<file path="src/rtl/byte_histogram_engine_top_assert.svh">
// ----------------------------------------------------------------------------
// byte histogram engine assertion macros
// immediate-style wrappers around concurrent properties, empty for synthesis
// ----------------------------------------------------------------------------
`ifndef BYTE_HISTOGRAM_ENGINE_TOP_ASSERT_SVH
`define BYTE_HISTOGRAM_ENGINE_TOP_ASSERT_SVH

`ifndef SYNTHESIS

// same-cycle implication
`define BHE_ASSERT_SAME(lbl, clk, rst_n, ante, cons) \
    lbl: assert property (@(posedge clk) disable iff (!rst_n) (ante) |-> (cons)) \
        else $error("bhe assertion failed");

// next-cycle implication
`define BHE_ASSERT_NEXT(lbl, clk, rst_n, ante, cons) \
    lbl: assert property (@(posedge clk) disable iff (!rst_n) (ante) |=> (cons)) \
        else $error("bhe assertion failed");

`else

`define BHE_ASSERT_SAME(lbl, clk, rst_n, ante, cons)
`define BHE_ASSERT_NEXT(lbl, clk, rst_n, ante, cons)

`endif

`endif

</file>
<file path="src/rtl/bhe_pkg.sv">
`timescale 1ns / 1ps
// ----------------------------------------------------------------------------
// bhe_pkg
// shared types and constants of the byte histogram engine
// ----------------------------------------------------------------------------
package bhe_pkg;

    localparam int SYMBOL_BITS_DEF = 8;
    localparam int COUNT_BITS_DEF  = 32;

    localparam int MODE_BITS      = 2;
    localparam int IN_SYM_BITS    = 8;
    localparam int BIN_OUT_BITS   = 32;
    localparam int TOTAL_BITS     = 40;
    localparam int HIGH_OUT_BITS  = 8;
    localparam int OUT_DATA_BITS  = BIN_OUT_BITS + TOTAL_BITS + HIGH_OUT_BITS;

    typedef enum logic [MODE_BITS-1:0] {
        MODE_COUNT = 2'd0,
        MODE_READ  = 2'd1,
        MODE_CLEAR = 2'd2
    } t_mode;

    // controller to datapath
    typedef struct packed {
        logic accept;    // input beat taken, issue bin read
        logic cnt_wr;    // write incremented bin, update tracking
        logic clr_wr;    // write zero at sweep pointer, reset tracking
        logic out_load;  // load result register
    } t_cmd;

    // datapath to controller
    typedef struct packed {
        logic clr_last;  // sweep pointer at last bin
        logic out_free;  // result register can take a new beat
    } t_sts;

endpackage

</file>
<file path="src/rtl/bhe_ctrl.sv">
`timescale 1ns / 1ps
`include "byte_histogram_engine_top_assert.svh"
// ----------------------------------------------------------------------------
// bhe_ctrl
// item sequencer: clear sweep, accept, execute
// ----------------------------------------------------------------------------
module bhe_ctrl
    import bhe_pkg::*;
(
    input  logic                 i_clk,
    input  logic                 i_rst_n,
    input  logic                 i_s_tvalid,
    input  logic [MODE_BITS-1:0] i_s_tuser,
    output logic                 o_s_tready,
    input  t_sts                 i_sts,
    output t_cmd                 o_cmd
);

    typedef enum logic [1:0] {
        S_CLEAR,
        S_IDLE,
        S_EXEC
    } t_state;

    t_state r_state, n_state;
    t_mode  r_mode,  n_mode;
    logic   accept;
    t_mode  in_mode;

    assign in_mode    = t_mode'(i_s_tuser);
    assign o_s_tready = (r_state == S_IDLE);
    assign accept     = o_s_tready && i_s_tvalid;

    always_comb begin
        n_state        = r_state;
        n_mode         = r_mode;
        o_cmd          = '0;
        o_cmd.accept   = accept;
        unique case (r_state)
            S_CLEAR: begin
                o_cmd.clr_wr = 1'b1;
                if (i_sts.clr_last) begin
                    n_state = S_IDLE;
                end
            end
            S_IDLE: begin
                if (accept) begin
                    n_mode = in_mode;
                    case (in_mode) inside
                        MODE_COUNT, MODE_READ: n_state = S_EXEC;
                        MODE_CLEAR:            n_state = S_CLEAR;
                        default:               n_state = S_IDLE;  // unused code dropped
                    endcase
                end
            end
            S_EXEC: begin
                if (r_mode == MODE_READ) begin
                    // hold the fetched bin until the result register frees up
                    if (i_sts.out_free) begin
                        o_cmd.out_load = 1'b1;
                        n_state        = S_IDLE;
                    end
                end else begin
                    o_cmd.cnt_wr = 1'b1;
                    n_state      = S_IDLE;
                end
            end
            default: n_state = S_CLEAR;
        endcase
    end

    always_ff @(posedge i_clk) begin
        if (!i_rst_n) begin
            r_state <= S_CLEAR;
            r_mode  <= MODE_COUNT;
        end else begin
            r_state <= n_state;
            r_mode  <= n_mode;
        end
    end

    `BHE_ASSERT_SAME(a_load_needs_room, i_clk, i_rst_n, o_cmd.out_load, i_sts.out_free)
    `BHE_ASSERT_NEXT(a_count_returns, i_clk, i_rst_n, o_cmd.cnt_wr, r_state == S_IDLE)
    `BHE_ASSERT_SAME(a_single_write, i_clk, i_rst_n, o_cmd.clr_wr, !o_cmd.cnt_wr && !o_s_tready)

endmodule

</file>
<file path="config.mk">
export PLATFORM = sky130hd
export DESIGN_NAME = bhe_ctrl
export DESIGN_NICKNAME = d
export VERILOG_FILES = /design/src/rtl/bhe_pkg.sv /design/src/rtl/bhe_ctrl.sv
export VERILOG_INCLUDE_DIRS = /design/src /design/src/rtl
export SDC_FILE = /design/constraint.sdc
export NUM_CORES = 1
export LEC_CHECK = 0
export ABC_AREA = 1
export BUFFER_PORTS_ARGS = -buffer_cell sky130_fd_sc_hd__buf_2
export CAP_MARGIN = 0
export CORE_AREA = 2 2 39 41
export DETAILED_ROUTE_END_ITERATION = 8
export DIE_AREA = 0 0 41 43
export SLEW_MARGIN = 20
export SYNTH_ARGS = -nofsm -noshare
export SYNTH_HDL_FRONTEND = slang
export SYNTH_SLANG_ARGS = --single-unit
</file>
<file path="constraint.sdc">
create_clock -name i_clk -period 1.95 [get_ports i_clk]
set_input_delay 0.2925 -clock i_clk [delete_from_list [all_inputs] [get_ports i_clk]]
set_output_delay 0.2925 -clock i_clk [all_outputs]
set_load 0.05 [all_outputs]
</file>
# Word-level counts from Yosys, hierarchy flattened
# Cells that the tools add are included.
# word_totals
wordCells,29
inputBits,7
output_inout_bits,5
ff_bits,4
# classes
muxes,13
n_reduce_logical,6
eq_ne,8
# ops
op,count
2-to-1 mux 2 bit,5
2-to-1 mux 1 bit,7
== test 2 x 1 -> 1 bit (second input constant),3
case mux 2 bit (3 select lines),1
== test 2 bit (second input constant),2
logical NOT 2 bit,2
!= test 3 bit (second input constant),1
AND reduction 3 bit,1
!= test 2 x 1 -> 1 bit (second input constant),1
!= test 2 bit (second input constant),1
AND reduction 2 bit,1
OR reduction 2 bit,1
logical AND 1 bit,1

# Depth between registers and ports, before layout
# logic_depth
depth_word,5
mapped_depth,7
ltp_nobuf,7

# Worst setup path before layout
# Ideal clock, no wire load.
# synth_timing
path_kind,register to output
start,register r_state[1]
end,output port o_cmd[0] in the netlist's numbering
path_slack_ns,-0.363
t_arrival_ns,2.021
path_stages_with_launch,5
required_time_ns,1.657
n_path_buf,0
path_cell_list,dfxtp_1 > inv_1 > nor2_1 > inv_1 > nor4_1
# synth_rtl
item,line_no,source
start: declaration,bhe_ctrl.sv:25,"t_state r_state, n_state;"
start signal: assignment,bhe_ctrl.sv:77,r_state <= n_state;
end: declaration,bhe_ctrl.sv:16,output t_cmd o_cmd

==> reports/summary.txt <==
result of the run -> finished clean
MaxCap Viol Count -> 0
Placed Area -> 313 sq um
share of the yosys chip area belonging to registers -> 33.5%
Residual DRC -> 0
fin util -> 24.2%
Crit Path Category -> reg -> out
Yosys reg bits -> 4
final setup violation count -> 0
hold path start -> i_rst_n
Area Growth Syn to Fin -> 40.3%
P_leak -> 0.191 nW
DIE AREA -> 1760 sq um
number of global-route vias before repair -> 234
Cell variety after synth -> 13
crit start category -> flop
async set-reset flop share out of synthesis -> 0%
share of the synthesized area in the top cell type -> 33.5%
total wire length -> 522 microns
pre-CTS WS -> 600 ps
CTS resizes -> 0
clk slew on worst S/H paths -> 40 ps
count of input and output buffers -> 11
global-route wire length before repair -> 807 microns
Worst VDD drop -> 290 uV
drt pass-1 iters -> 3
Largest stage delay, worst path -> 360 ps
Antenna Cells -> 0
mean number of vias per cell -> 3.87
Synth Instances -> 40
Starting Density -> 17.3%
Crit path arrival time -> 1290 ps
largest area contributor in the netlist -> dfxtp_1
CTS Buf Count -> 3
htree depth -> 1
Worst slew margin -> 83.5%
Max Freq -> 630 MHz
Synth Flop Type -> dfxtp_1
Hold Path Class -> in -> reg
Post-synth top cells -> inv_1, nand2_1, nor2_1, dfxtp_1, nand3_1
Worst Path Max Fanout -> 3
core area -> 1380 sq um
fin nets -> 62
average cell area after synthesis -> 5.97 sq um
Max Buffers Root-to-Sink -> 2
Die Wd -> 41 microns
Core Rows -> 14
fill cell count -> 170
Mapped Area -> 239 sq um
Multi-input gate area -> 116 sq um
clock skew -> 3.13 ps
crit share post-route -> 81.4%
Slew Limit Fails -> 0
CP most frequent cell -> inv_1
top-count cell post-synth -> inv_1
CTS tree -> done
antenna violations before repair -> 0
total power -> 0.256 mW
Die Ht -> 43 microns
CP Buf/Inv Count -> 3
total negative slack -> 0 ps
Reg2Reg Launch Point -> r_state[0]
routed len/inst -> 7.57 microns
RSZ-0062 raised after global routing -> no
hpwl dp -> 448 microns
Skew-Pair Late Insertion Delay -> 230 ps
Slowest cell on crit path -> dfxtp_1
CP Cell Sequence -> inv_1 > nor2_1 > inv_1 > nor4_2 > buf_2
Via Count -> 267
global route overflow -> 0
CP startpoint -> r_state[1]
CTS root buffer -> clkbuf_4
actual slew at the worst max-slew pin -> 248 ps
Setup WS post-layout -> 363 ps
Design Area, Final -> 335 sq um
top cells by area, synth -> dfxtp_1, inv_1, nand2_1
largest net degree at the start of global routing -> 6
Setup Fix Bufs, Post-CTS -> 0
final number of hold-violating endpoints -> 0
Fin Hold WS -> 306 ps
Sink Count -> 4
GP Congestion -> 0.785
Total GRT Usage -> 7.41%
number of synthesized flops with an enable pin -> 0
Final Non-Filler Cells -> 69
I/O Pins -> 12
CP Capture Type -> output port
register area -> 80.1 sq um
Tmin final -> 1590 ps
Placed Cells -> 66
delay-heaviest family, CP -> buffers and inverters
Net Count, Synth -> 47
DRT iter0 DRCs -> 3
PwrDens -> 765 nW/um^2
share of cells above drive strength 1 -> 35.8%
Yosys Warn Count -> 0
hold_buf cts -> 0
Critical Path RT -> 1660 ps
Final ANT Viol Nets -> 0
==> metal layers <==
layer	GRT usage, %	wire length, microns
met1	8.31	230
met5	0	0
met3	3.14	50
met2	9.38	241
met4	8.00	0
==> area by class of cell <==
| class | count | area share, % |
|---|---|---|
| Multi-Input combinational cell | 24 | 34.7 |
| Sequential cell | 4 | 23.9 |
| Timing Repair Buffer | 11 | 16.4 |
| Inverter | 11 | 12.3 |
| Clock buffer | 3 | 6.72 |
| Tap cell | 16 | 5.97 |
==> sequential cells by signal (all words and copies together), names as in the netlist <==
name / flops
r_mode: 2
r_state: 2
==> power breakdown <==
group,internal (mW),switching [mW]
logic,0.0181,0.0434
clock network,0.0689,0.0345
registers,0.0872,0.00423
==> logic make-up after synthesis <==
kind of cell	share of synthesized area, %
AO/OA/AOI/OAI	9.42
buffers and inverters	20.4
flip-flops	33.5
AND/OR/NAND/NOR	36.7
==> final timing paths <==
kind | cells after the start | end | slack (ps)
worst max-delay path | 5 | o_cmd[0] | 360
worst min-delay path | 3 | r_state[0] | 310
worst max register to register | 5 | r_mode[0] | 970
worst min register to register | 2 | r_mode[1] | 490
==> tightest hold or removal path, cell delays in order <==
cell and delay [ps]:
buf_2 110, nand2_1 60, nor2_1 30
==> cells in the final DEF, fill, tap and decap left out, drive strengths merged <==
cell type	instances
buf	11
inv	11
nand2	8
nor2	7
nand3	4
dfxtp	4
clkbuf	3
a21oi	2
nor4	1
o21ai	1
o21a	1
(Power assumes the default switching activity.)
